[src/rtl/core/gem_pkg.sv]
`timescale 1ns / 1ps
`default_nettype none
package gem_pkg;

    localparam int DefMaxWidth  = 2048;
    localparam int DefMaxHeight = 4096;
    localparam int CfgIdxW = 2;
    localparam int CfgDataW = 13;

    localparam logic [CfgIdxW-1:0] REG_OP_MODE      = 2'd0;
    localparam logic [CfgIdxW-1:0] REG_IMAGE_WIDTH  = 2'd1;
    localparam logic [CfgIdxW-1:0] REG_IMAGE_HEIGHT = 2'd2;

    localparam logic [1:0] OP_SOBEL   = 2'd0;
    localparam logic [1:0] OP_SCHARR  = 2'd1;
    localparam logic [1:0] OP_PREWITT = 2'd2;
    localparam logic [1:0] OP_ROBERTS = 2'd3;

    localparam logic [7:0] ALPHA_VAL = 8'd255;
    localparam logic [7:0] EDGE_MAX  = 8'd255;

    typedef struct packed {
        logic [7:0] red;
        logic [7:0] green;
        logic [7:0] blue;
        logic       flush;
    } t_in_item;

    typedef struct packed {
        logic [7:0] red_edge;
        logic [7:0] green_edge;
        logic [7:0] blue_edge;
        logic [7:0] alpha_out;
        logic       frame_last;
    } t_out_item;

    // gradient result for one channel: squared sum, saturation flag
    typedef struct packed {
        logic        sat;
        logic [15:0] sq;
    } t_grad;

    // one step of the restoring square root, carried from cell to cell
    typedef struct packed {
        logic [15:0] rad;
        logic [7:0]  root;
    } t_sqrt_st;

endpackage
`default_nettype wire

[src/rtl/core/gem_sqrt_cell.sv]
`timescale 1ns / 1ps
`default_nettype none
// one root bit of the restoring square root; a row of these forms the chain
module gem_sqrt_cell
    import gem_pkg::*;
#(
    parameter int BIT = 7
) (
    input  wire logic     i_clk,
    input  wire logic     i_en,
    input  wire t_sqrt_st i_st,
    output t_sqrt_st      o_st
);
    logic [7:0]  w_try;
    logic [15:0] w_sq;
    t_sqrt_st    r_st;

    always_comb begin
        w_try = i_st.root | (8'd1 << BIT);
        w_sq  = 16'(w_try) * 16'(w_try);
    end

    always_ff @(posedge i_clk) begin
        if (i_en) begin
            r_st.rad  <= i_st.rad;
            r_st.root <= (w_sq <= i_st.rad) ? w_try : i_st.root;
        end
    end
    assign o_st = r_st;
endmodule
`default_nettype wire

[config.mk]
export PLATFORM = sky130hd
export DESIGN_NAME = gem_sqrt_cell
export DESIGN_NICKNAME = d
export VERILOG_FILES = /design/src/rtl/core/gem_pkg.sv /design/src/rtl/core/gem_sqrt_cell.sv
export SDC_FILE = /design/constraint.sdc
export NUM_CORES = 1
export LEC_CHECK = 0
export ABC_AREA = 1
export BUFFER_PORTS_ARGS = -buffer_cell sky130_fd_sc_hd__buf_2
export CAP_MARGIN = 20
export CORE_UTILIZATION = 40
export CTS_BUF_LIST = sky130_fd_sc_hd__clkbuf_16
export DETAILED_ROUTE_END_ITERATION = 8
export GPL_TIMING_DRIVEN = 0
export SYNTH_ARGS = -nofsm -noshare
export SYNTH_HDL_FRONTEND = slang
export SYNTH_SLANG_ARGS = --single-unit
[constraint.sdc]
create_clock -name i_clk -period 11.4 [get_ports i_clk]
set_input_delay 1.14 -clock i_clk [delete_from_list [all_inputs] [get_ports i_clk]]
set_output_delay 1.14 -clock i_clk [all_outputs]
set_load 0.005 [all_outputs]
Word-level counts from Yosys, hierarchy flattened --
Cells that the tools add are included.
Word-level totals: flip-flop bits (word level) 24, bits of input ports 26, output and inout port bits 24, logic and storage cells 5
Cells by class: multiply operators 1, order comparisons 1
Operator list (number):
- $le A16 B16 Y1 | 1
- $mul A8 B8 Y16 | 1

Logic depth before layout (Yosys ltp) --
depth after elaboration 2, gate-level depth with buffers 27, gate-level depth less buffers 26

Worst setup path before layout --
No wires, ideal clock.
path kind input -> register, start point in i_st[1] in the netlist's numbering, end point reg r_st (netlist bit o_st[7]) (data pin), setup time 253 ps, arrival time 5204 ps, required time 11147 ps, slack 5943 ps, stages on the path 25, buffers on the path 1, path through clkbuf_1 -> inv_1 -> fa_1 -> inv_1 -> fa_1 -> inv_1 -> fa_1 -> fa_1 -> inv_1 -> ha_1 -> nand2_1 -> nand2_1 -> nand2_1 -> nand2_1 -> nand2_1 -> nand3_1 -> nand2_1 -> nand2_1 -> ha_1 -> nand4_1 -> nand2b_1 -> inv_1 -> nand2_1 -> nand2_1 -> nand2_1
On the way: word-level cells in the longest chain between the ends 2
RTL lines:
- from (decl) | RTL line gem_sqrt_cell.sv:11 | input wire t_sqrt_st i_st,
- $mul A8 B8 Y16 | RTL line gem_sqrt_cell.sv:20 | w_sq = 16'(w_try) * 16'(w_try);
- $le A16 B16 Y1 | RTL line gem_sqrt_cell.sv:26 | r_st.root <= (w_sq <= i_st.rad) ? w_try : i_st.root;
- to (decl) | RTL line gem_sqrt_cell.sv:16 | t_sqrt_st r_st;
No other way between the ends. A chain may end at the register's enable or synchronous reset.

Worst setup path after layout --
Ends and elaborated chain as after synthesis.

==> metrics.md <==
| Metric | Value |
|---|---|
| Register area | 721 um2 |
| Via count | 2386 |
| Global routing usage on met3 | 0.0220 |
| YS warnings | 0 |
| Fin Setup TNS | 0 ns |
| Clock-pin slew on the worst setup and hold paths | 0.07 ns |
| TritonRoute pass-1 iters | 6 |
| Total Wirelength | 5.76 mm |
| FILL cells | 753 |
| Setup violators final | 0 |
| Clock sink count | 24 |
| Fin nets | 546 |
| Cell type group with the largest total delay on the critical path | adder cells |
| Pin count of the biggest net entering global routing | 25 |
| Hold Vio Cnt, Final | 0 |
| Bufs on Longest Clock Path | 2 |
| Worst Setup EP | o_st[7] |
| Critical Path AT | 5.73 ns |
| Worst setup startpoint | i_st[1] |
| Mapped Area | 0.00310 mm2 |
| Max_cap viols | 0 |
| WP depth | 26 |
| Resize count post-CTS | 0 |
| Status | finished clean |
| Power Density | 183 mW/mm2 |
| Top Ports | 50 |
| Worst Hold Class | input port to register |
| CTS tree | yes |
| Area of the multi-input gates | 0.00193 mm2 |
| Initial antenna violation count | 0 |
| Die W | 90.1 um |
| RSZ-0062 raised after global routing | false |
| Global-route usage over all layers | 0.160 |
| Clock root cell | clkbuf_16 |
| GRT busiest layer | met2 |
| Setup CP Type | input port to register |
| Starting Density | 0.421 |
| H-Tree Depth | 1 |
| Drt initial violations | 107 |
| Critical path peak fanout | 8 |
| Post-CTS Repair Setup Buffers | 0 |
| Max stage delay on crit path | 0.55 ns |
| First-pass GRT wire length | 10.7 mm |
| Gr ovfl total | 0 |
| Fin crit period | 5.70 ns |
| Layout cells sized above 1 | 0.140 |
| Post-synthesis cell count | 389 |
| Die Footprint | 0.00812 mm2 |
| GR Util met1 | 0.198 |
| Detailed placement HPWL | 4.91 mm |
| DRT antenna net count | 0 |
| Num CTS Buffers | 3 |
| GP Congestion | 0.797 |
| Row count | 31 |
| Number of remaining DRC errors | 0 |
| GR Layer Usage met2 | 0.300 |
| PnR worst setup slack | 5.70 ns |
| Max reg flops | 24 |
| Data required, critical path | 11.42 ns |
| Vias in the first global route | 2500 |
| Relative slew slack | 0.591 |
| Final worst-path cycle share | 0.500 |
| Critical Path Start Type | input port |
| CP endpoint kind | register |
| Synthesized Nets | 492 |
| Max-slew violation count | 0 |
| Avg Inst Size Synth | 7.98 um2 |
| Peak supply drop | 0.0746 mV |
| Antenna cell count | 0 |
| Core ar. | 0.00737 mm2 |
| Die height | 90.1 um |
| Sequential-to-total area share from yosys stat | 0.232 |
| Hold buffers post-CTS | 0 |
| Vias per cell | 4.41 |
| Flops & latches, synth | 24 |
| Synth-to-Final Area Change | 15.3% |
| Overall power | 0.655 mW |
| Fmax achieved | 175 MHz |
| Least-Margin Pin Slew | 0.614 ns |
| Routed len/inst | 10.6 um |
| Slowest CP cell | fa_1 |
| Leak | 2.15 nW |
| Pre-CTS setup slack | 5.41 ns |
| Yosys cell types | 21 |
| Critical path buffers and inverters | 7 |
| Final design utilization | 0.486 |
| Port bufs | 49 |
| Cell mode on critical path | nand2_1 |
synthesized netlist by cell type:
cell type  count  area [um2]
o21ai_0        2        10.0
edfxtp_1      24         721
inv_2          1        3.75
fa_1          26         521
or2_2          3        18.8
nand3_2        2        20.0
xnor2_1        5        43.8
nand2b_1       1        6.26
inv_1        117         439
a21o_1         1        7.51
clkbuf_1       1        3.75
nand2_2        2        12.5
nand4_1        6        37.5
nor3_1         1        5.00
a21oi_1       11        55.1
ha_1          51         638
buf_2          1        5.00
nand3_1       11        55.1
nor2_1        18        67.6
nand2_1       97         364
xor2_1         8        70.1
cells by family after synthesis:
group	Yosys count	share of synthesized area
buffers and inverters	120	0.146
xor gates and xnor gates	13	0.0367
adders and majority gates	77	0.373
AOI/OAI and AO/OA	14	0.0234
DFF	24	0.232
and+or+nand+nor	141	0.189
report_power, final:
| part | internal (mW) | leakage (nW) | switching (mW) | total, mW |
|---|---|---|---|---|
| combinational | 0.178 | 1.86 | 0.265 | 0.443 |
| clock | 0.0699 | 0.0511 | 0.0341 | 0.104 |
| sequential | 0.106 | 0.235 | 0.00142 | 0.107 |
| total | 0.354 | 2.15 | 0.301 | 0.655 |
worst min path at each step:
stage	start	slack [ns]	cells past startpoint	end
floorplan	i_st[0]	1.24	0	o_st[0]
global placement	i_st[21]	1.33	1	o_st[21]
detailed placement	i_st[18]	1.33	1	o_st[18]
CTS	i_st[18]	1.06	1	o_st[18]
global route	i_st[19]	1.05	1	o_st[19]
finish	i_st[19]	1.06	1	o_st[19]
per-stage QoR:
stage / hold WS [ns] / std cells / instance area (um2)
finish: 1.06 / 541 / 3580
global route: 1.05 / 541 / 3580
CTS: 1.06 / 541 / 3580
detailed placement: 1.33 / 537 / 3470
global placement: 1.33 / 537 / 3470
floorplan: 1.24 / 389 / 3100
layer usage:
layer  up-vias  wire [um]
met5         -          0
met4         0         16
met3         4        171
met2        33       2840
met1      1079       2730
li1       1270          -
area by class of cell:
class	count	share of cell area
plain buffers	2	0.00245
multi-input cells	245	0.540
clock inverters	1	0.00839
repair buffers	49	0.0685
clock buffers	3	0.0210
well taps	99	0.0346
flip-flops and latches	24	0.201
inverters	118	0.124
layout by cell type, fill, tap and decap left out, types with 2 or more instances in the layout:
| master | count |
|---|---|
| inv_1 | 117 |
| nand2_1 | 97 |
| ha_1 | 51 |
| buf_2 | 50 |
| fa_1 | 26 |
| edfxtp_1 | 24 |
| nor2_1 | 18 |
| nand3_1 | 11 |
| a21oi_1 | 11 |
| xor2_1 | 8 |
| nand4_1 | 6 |
| xnor2_1 | 5 |
| or2_2 | 3 |
| clkbuf_16 | 3 |
| nand3_2 | 2 |
| nand2_2 | 2 |
| o21ai_0 | 2 |
Power figures use the tool's default switching activity.
