`config.mk`:
```
export PLATFORM = sky130hd
export DESIGN_NAME = gem_grad
export DESIGN_NICKNAME = d
export VERILOG_FILES = /design/src/rtl/core/gem_pkg.sv /design/src/rtl/core/gem_grad.sv
export SDC_FILE = /design/constraint.sdc
export NUM_CORES = 1
export LEC_CHECK = 0
export BUFFER_PORTS_ARGS = -buffer_cell sky130_fd_sc_hd__buf_4
export CAP_MARGIN = 20
export CORE_ASPECT_RATIO = 1.75
export CORE_MARGIN = 1.5
export CORE_UTILIZATION = 50
export DETAILED_ROUTE_END_ITERATION = 8
export GPL_TIMING_DRIVEN = 0
export PLACE_DENSITY = 0.72
export SYNTH_ARGS = -nofsm -noshare
export SYNTH_HDL_FRONTEND = slang
export SYNTH_SLANG_ARGS = --single-unit
```
`constraint.sdc`:
```
create_clock -name i_clk -period 36.9 [get_ports i_clk]
set_input_delay 0 -clock i_clk [delete_from_list [all_inputs] [get_ports i_clk]]
set_output_delay 0 -clock i_clk [all_outputs]
set_load 0.01 [all_outputs]
```
`src/rtl/core/gem_pkg.sv`:
```
`timescale 1ns / 1ps
`default_nettype none
package gem_pkg;

    localparam int DefMaxWidth  = 2048;
    localparam int DefMaxHeight = 4096;
    localparam int CfgIdxW = 2;
    localparam int CfgDataW = 13;

    localparam logic [CfgIdxW-1:0] REG_OP_MODE      = 2'd0;
    localparam logic [CfgIdxW-1:0] REG_IMAGE_WIDTH  = 2'd1;
    localparam logic [CfgIdxW-1:0] REG_IMAGE_HEIGHT = 2'd2;

    localparam logic [1:0] OP_SOBEL   = 2'd0;
    localparam logic [1:0] OP_SCHARR  = 2'd1;
    localparam logic [1:0] OP_PREWITT = 2'd2;
    localparam logic [1:0] OP_ROBERTS = 2'd3;

    localparam logic [7:0] ALPHA_VAL = 8'd255;
    localparam logic [7:0] EDGE_MAX  = 8'd255;

    typedef struct packed {
        logic [7:0] red;
        logic [7:0] green;
        logic [7:0] blue;
        logic       flush;
    } t_in_item;

    typedef struct packed {
        logic [7:0] red_edge;
        logic [7:0] green_edge;
        logic [7:0] blue_edge;
        logic [7:0] alpha_out;
        logic       frame_last;
    } t_out_item;

    // gradient result for one channel: squared sum, saturation flag
    typedef struct packed {
        logic        sat;
        logic [15:0] sq;
    } t_grad;

    // one step of the restoring square root, carried from cell to cell
    typedef struct packed {
        logic [15:0] rad;
        logic [7:0]  root;
    } t_sqrt_st;

endpackage
`default_nettype wire

```
`src/rtl/core/gem_grad.sv`:
```
`timescale 1ns / 1ps
`default_nettype none
// gradient of one channel over the 3x3 window, registered squared magnitude
module gem_grad
    import gem_pkg::*;
(
    input  wire logic       i_clk,
    input  wire logic       i_en,
    input  wire logic [1:0] i_mode,
    input  wire logic [7:0] i_p [9],
    output t_grad           o_grad
);
    logic signed [12:0] w_gx, w_gy;
    logic [11:0] w_ax, w_ay;
    logic signed [10:0] p0, p1, p2, p3, p4, p5, p6, p7, p8;
    t_grad r_grad;
    logic [24:0] w_s;

    always_comb begin
        p0 = 11'(i_p[0]); p1 = 11'(i_p[1]); p2 = 11'(i_p[2]);
        p3 = 11'(i_p[3]); p4 = 11'(i_p[4]); p5 = 11'(i_p[5]);
        p6 = 11'(i_p[6]); p7 = 11'(i_p[7]); p8 = 11'(i_p[8]);
        case (i_mode)
            OP_SOBEL: begin
                w_gx = 13'(p2 - p0) + 13'((p5 - p3) <<< 1) + 13'(p8 - p6);
                w_gy = 13'(p6 - p0) + 13'((p7 - p1) <<< 1) + 13'(p8 - p2);
            end
            OP_SCHARR: begin
                w_gx = 13'(p2 - p0) * 13'sd3 + 13'(p5 - p3) * 13'sd10
                     + 13'(p8 - p6) * 13'sd3;
                w_gy = 13'(p6 - p0) * 13'sd3 + 13'(p7 - p1) * 13'sd10
                     + 13'(p8 - p2) * 13'sd3;
            end
            OP_PREWITT: begin
                w_gx = 13'(p2 - p0) + 13'(p5 - p3) + 13'(p8 - p6);
                w_gy = 13'(p6 - p0) + 13'(p7 - p1) + 13'(p8 - p2);
            end
            OP_ROBERTS: begin
                w_gx = 13'(p1 - p3);
                w_gy = 13'(p0 - p4);
            end
            default: begin
                w_gx = '0;
                w_gy = '0;
            end
        endcase
        w_ax = w_gx[12] ? 12'(-w_gx) : w_gx[11:0];
        w_ay = w_gy[12] ? 12'(-w_gy) : w_gy[11:0];
        w_s = 25'(w_ax) * 25'(w_ax) + 25'(w_ay) * 25'(w_ay);
    end

    always_ff @(posedge i_clk) begin
        if (i_en) begin
            r_grad.sat <= (w_s[24:16] != '0);
            r_grad.sq  <= w_s[15:0];
        end
    end
    assign o_grad = r_grad;
endmodule
`default_nettype wire

```
Word level (Yosys, flattened, before mapping)

Index checks and enable logic that the tools add are counted.

Input port bits: 76
Flip-flop bits (word level): 17

Eq/ne operators: 3
Muxes and demuxes: 4
$mul: 8
Reduce and logical (&&, ||, !) cells: 2
Add/subtract/negate cells: 23

Operators with widths:

| kind                                                                   | number |
|---|---|
| 13-bit case mux with 4 select lines                                    | 2 |
| 8-bit by 8-bit subtractor with 9-bit output                            | 8 |
| 13-bit adder                                                           | 4 |
| 12-bit by 12-bit multiplier with 24-bit output                         | 2 |
| 9-bit by 3-bit multiplier with 12-bit output (second input constant)   | 4 |
| 24-bit by 24-bit adder with 25-bit output                              | 1 |
| 11-bit by 9-bit adder with 12-bit output                               | 2 |
| 9-bit by 4-bit multiplier with 12-bit output (second input constant)   | 2 |
| 12-bit two-way mux                                                     | 2 |
| 12-bit negator                                                         | 2 |
| 10-bit by 9-bit adder with 11-bit output                               | 2 |
| 9-bit by 10-bit adder with 11-bit output                               | 2 |
| 9-bit by 9-bit adder with 10-bit output                                | 2 |
| 9-bit nonzero test                                                     | 1 |
| 2-bit equality test (second input constant)                            | 2 |
| 2-bit by 1-bit equality test with 1-bit output (second input constant) | 1 |
| 2-bit logical NOT                                                      | 1 |

Logic depth before layout (Yosys ltp)

Depth after elaboration: 10
Gate-level depth with buffers: 57
Gate-level depth less buffers: 57

Worst setup path after synthesis

Ideal clock, no wire load.

Kind: input-to-reg
Start point: in i_p[17] (netlist bit)
End point: reg r_grad (netlist bit o_grad[16]), data pin
Library setup time: 0.276 ns
Arrival time: 11.378 ns
Cell stages on the path: 48
Setup slack: 25.246 ns
Required time: 36.624 ns
Path buffers: 0
Path through: inv_1 > ha_1 > a21o_1 > a21o_1 > a21o_1 > a21o_1 > a21o_1 > a21o_1 > xor2_1 > ha_1 > ha_1 > or4_1 > o211ai_1 > xor2_1 > fa_1 > inv_1 > ha_1 > nand3_1 > [... 12 more ...] > fa_1 > inv_1 > fa_1 > fa_1 > inv_1 > fa_1 > fa_1 > inv_1 > ha_1 > a21o_1 > a21oi_1 > o21ai_0 > and3_1 > o211a_1 > o21ai_0 > nand3_1 > a2111oi_0 > nand3_1

Word-level cells in the longest chain between the ends: 10
Elaborated cells between the ends (all ways): 23
Those cells by class: add/sub: 14; mul: 4; mux: 4; reduce/logical: 1

Ends and longest elaborated chain:

| item                                           | line                                           | source |
|---|---|---|
| start, declared                                | gem_grad.sv:10                                 | `input wire logic [7:0] i_p [9],` |
| 8-bit by 8-bit subtractor with 9-bit output    | gem_grad.sv:26, gem_grad.sv:31, gem_grad.sv:36 |  |
| 9-bit by 3-bit multiplier with 12-bit output   | gem_grad.sv:31                                 | `w_gy = 13'(p6 - p0) * 13'sd3 + 13'(p7 - p1) * 13'sd10` |
| 13-bit adder                                   | gem_grad.sv:31                                 |  |
| 13-bit adder                                   | gem_grad.sv:32                                 | `+ 13'(p8 - p2) * 13'sd3;` |
| 13-bit case mux with 4 select lines            | gem_grad.sv:23                                 | `case (i_mode)` |
| 12-bit negator                                 | gem_grad.sv:48                                 | `w_ay = w_gy[12] ? 12'(-w_gy) : w_gy[11:0];` |
| 12-bit two-way mux                             | gem_grad.sv:48                                 |  |
| 12-bit by 12-bit multiplier with 24-bit output | gem_grad.sv:49                                 | `w_s = 25'(w_ax) * 25'(w_ax) + 25'(w_ay) * 25'(w_ay);` |
| 24-bit by 24-bit adder with 25-bit output (*)  | gem_grad.sv:49                                 |  |
| 9-bit nonzero test (*)                         | gem_grad.sv:54                                 | `r_grad.sat <= (w_s[24:16] != '0);` |
| end, declared                                  | gem_grad.sv:16                                 | `t_grad r_grad;` |

Mark *: on every way between the ends. The rest lies on a longest branch, timed or not.
A chain may end at the register's enable or synchronous reset.

Final worst setup path

Start point: in i_p[65] (netlist bit)
End point: reg r_grad (netlist bit o_grad[16]), data pin

Word-level cells in the longest chain between the ends: 10
Elaborated cells between the ends (all ways): 27
Those cells by class: add/sub: 18; mul: 4; mux: 4; reduce/logical: 1

Ends and longest elaborated chain:

| item                                                                   | line |
|---|---|
| 8-bit by 8-bit subtractor with 9-bit output, on equally long branches  | -- |
| 9-bit by 3-bit multiplier with 12-bit output, on equally long branches | gem_grad.sv:29, gem_grad.sv:31 |
| 13-bit adder, on equally long branches                                 | gem_grad.sv:29, gem_grad.sv:31 |
| 13-bit adder, on equally long branches                                 | gem_grad.sv:30, gem_grad.sv:32 |
| 13-bit case mux with 4 select lines                                    | gem_grad.sv:23 |
| 12-bit negator, on equally long branches                               | gem_grad.sv:47, gem_grad.sv:48 |
| 12-bit two-way mux, on equally long branches                           | gem_grad.sv:47, gem_grad.sv:48 |
| 12-bit by 12-bit multiplier with 24-bit output                         | gem_grad.sv:49 |
| 24-bit by 24-bit adder with 25-bit output (*)                          | gem_grad.sv:49 |
| 9-bit nonzero test (*)                                                 | gem_grad.sv:54 |

Marks and branches as above.

==> run summary <==
The number of hold violations in the final report came out at 0. The tools report the global-route met3 utilization as 0.0179. For hold timing, the worst endpoint is o_grad[9].

The met1 capacity usage during global routing was 0.265; the number of nets in the final layout was 2943. Critical path start-end classification: in -> reg. The cell area that synthesis handed to floorplanning was 18800 µm². For this block, the via count after detailed routing is 15339. The worst hold slack came out at 121 ps. Setup repair after global routing left no endpoint under its margin. Relative to the synthesized area, the layout overhead comes to 7.24%. Layout cell share with drive strength beyond 1: 0.0722.

The tools report the startpoint class of the critical path as an input pin. The area fraction of the dominant cell type after synthesis came out at 0.292. The number of flops mapped to enable cells by yosys is 17, and the number of global-route vias before repair is 16432. The die height is 259 µm, and the area of the core is 36900 µm². The logs give 0 for the remaining number of nets flagged by the antenna check after routing and 82000 µm for the global-route wire length before repair. The pin count of the biggest net entering global routing is 18.

In the final routed layout, each cell accounts on average for 19.2 µm. The buffer depth of the longest clock path is 2. The aggregate global-route resource usage came out at 0.277. Along the worst path, the maximum fanout reaches 10.

Counting distinct cell types in the post-synthesis netlist gives 96. OpenSTA, run right after detailed placement, puts the worst setup slack at 23010 ps. During placement, the flow inserted port buffers numbering 91. Among all stages on the critical path, the largest delay is contributed by sky130_fd_sc_hd__mux2i_1.

The layer flagged by global routing as most heavily used is met2. The run gives 38700 µm² as the floorplan die area. The path class of the tightest hold or removal check is in -> reg.

The number of sinks driven by the clock tree is 17. The final count of pins violating max slew came out at 0. Average size of a mapped cell: 8.62 µm². Dividing the detail-routed via count by the number of cells gives 5.59. The run gives 802 as the initial detailed-routing violation count.

The first detailed-routing pass ran for 5 iterations. The number of gates resized after cts is 0, and the number of fill cells is 3386. Data arrives at the worst endpoint at 13710 ps. Count of yosys warnings during synthesis: 0. The number of CTS-inserted buffers was 3; the synthesized flop and latch total was 17.

The run gives 20000 µm² as the instance area after placement. The clock-pin slew reported for the worst setup and hold paths after clock tree synthesis was 50 ps; the global-route track usage on met2 was 0.534. Post-synthesis net count: 2847. Global routing finished with a remaining overflow of 0. For this design, the CTS-stage hold fixing added 0 buffers. The highest clock rate was 72.7 MHz. The clock root buffer master was sky130_fd_sc_hd__clkbuf_16.

The most common cell after layout, fill and taps aside was sky130_fd_sc_hd__inv_1. The initial antenna violation count was 0. In the routed design, unresolved DRC markers number 0. Setup violations remaining at the end of the flow were counted as 0. For the post-synthesis sequential area ratio, the log shows 0.0272.

TritonCTS built the clock tree. The CTS H-tree depth was 1. Counting I/O delays and the setup requirement, the final critical path takes 13750 ps. The congestion estimate from routability-driven global placement came to 0.982. The number of cells traversed by the worst hold path works out to 1.

At the worst endpoint, the required time is 36860 ps. For this run, the slowest stage of the critical path takes 610 ps. The number of placement rows is 93. With fillers left out, the area of the finished cells amounts to 20100 µm². Detailed placement ended at an HPWL of 47600 µm. The tools report the initial core utilization as 0.508.

Cell type with the highest aggregate area in the netlist: sky130_fd_sc_hd__fa_1. The fraction of registers with async set/reset was 0; the measured slew at the worst slew-check pin was 1130 ps. The tool flagged a number of max-cap violations equal to 0. Summed over all failing endpoints, the final setup total negative slack is 0 ps. By area the synthesized netlist is led by sky130_fd_sc_hd__fa_1 (29%), sky130_fd_sc_hd__ha_1 (21%), sky130_fd_sc_hd__inv_1 (10%).

The tools report the start point of the worst min-delay path as i_en. In the layout the commonest cells are sky130_fd_sc_hd__inv_1 (498), sky130_fd_sc_hd__ha_1 (322), sky130_fd_sc_hd__fa_1 (274). The run gives 93 as the top-level port count.

Floorplan die width: 149 µm. The share of the clock period used by the worst path works out to 0.373. The number of setup buffers added after CTS is 0. For the number of antenna diodes, the log shows 0. The register with the most flip-flops in the layout has 17 of them.

The run gives 52800 µm as the total length of routed wires. The count of mapped cells out of synthesis was 2175. The tools report the remaining max-slew budget at the tightest pin as 0.243. The flow ran to the end, and the final reports show no timing, DRC or antenna violations. Setup slack on the critical path of the routed design comes to 23150 ps. The most used flip-flop cell after synthesis is sky130_fd_sc_hd__edfxtp_1. The nature of the critical path endpoint was a register.
final cells by class:
class                      instances  area [µm²]  area share
multi-input combinational       1622       16200       0.805
inverter                         509        1910      0.0950
timing repair buffer              91         683      0.0340
tap                              475         594      0.0295
sequential                        17         510      0.0254
buffer                            27         138     0.00684
clock buffer                       3        75.1     0.00373
clock inverter                     1        5.00    0.000249
layer usage:
| metal | up-vias | part of all wire | wire length, µm |
|---|---|---|---|
| met3 | 190 | 0.035 | 1830 |
| met4 | 0 | 0.093 | 4900 |
| li1 | 7203 | - | - |
| met1 | 7454 | 0.33 | 17500 |
| met2 | 492 | 0.54 | 28600 |
| met5 | - | 0 | 0 |
critical path: cells and delay by family:
family                     cells  cell delay, ps
xor gates and xnor gates       4            1090
muxes                          1             610
buffers and inverters          9            1340
and+or+nand+nor                6            1080
AOI/OAI and AO/OA             19            3920
adders and majority gates     13            5670
worst max path at each step:
stage,slack [ps],start,to
final,23150,i_p[65],o_grad[16]
after global routing,22400,i_p[65],o_grad[16]
after CTS,23230,i_p[65],o_grad[16]
after detailed placement,23010,i_p[65],o_grad[16]
after global placement,23140,i_p[65],o_grad[16]
after floorplan,25250,i_p[17],o_grad[16]
synthesized netlist by cell type, drive strengths merged, types with 33 or more instances:
library cell	n
a21o	80
a21oi	96
and2	33
fa	274
ha	322
inv	506
nand2	113
nand2b	42
nor2	145
o21ai	65
xnor2	93
xor2	75
kinds of logic after synthesis:
group                      synth area share
muxes                                0.0105
and+or+nand+nor                       0.115
AOI/OAI and AO/OA                     0.147
adders and majority gates             0.507
buffers and inverters                 0.109
DFF                                  0.0272
xor gates and xnor gates             0.0837
metrics by stage:
stage / cells / utilization
after global routing: 2745 / 0.545
after CTS: 2745 / 0.545
final: 2745 / 0.545
after floorplan: 2175 / -
after global placement: 2741 / 0.543
after detailed placement: 2741 / 0.543
Power is not shown: default switching activity piles up to over one toggle a cycle in this logic, so the estimate is an artifact.
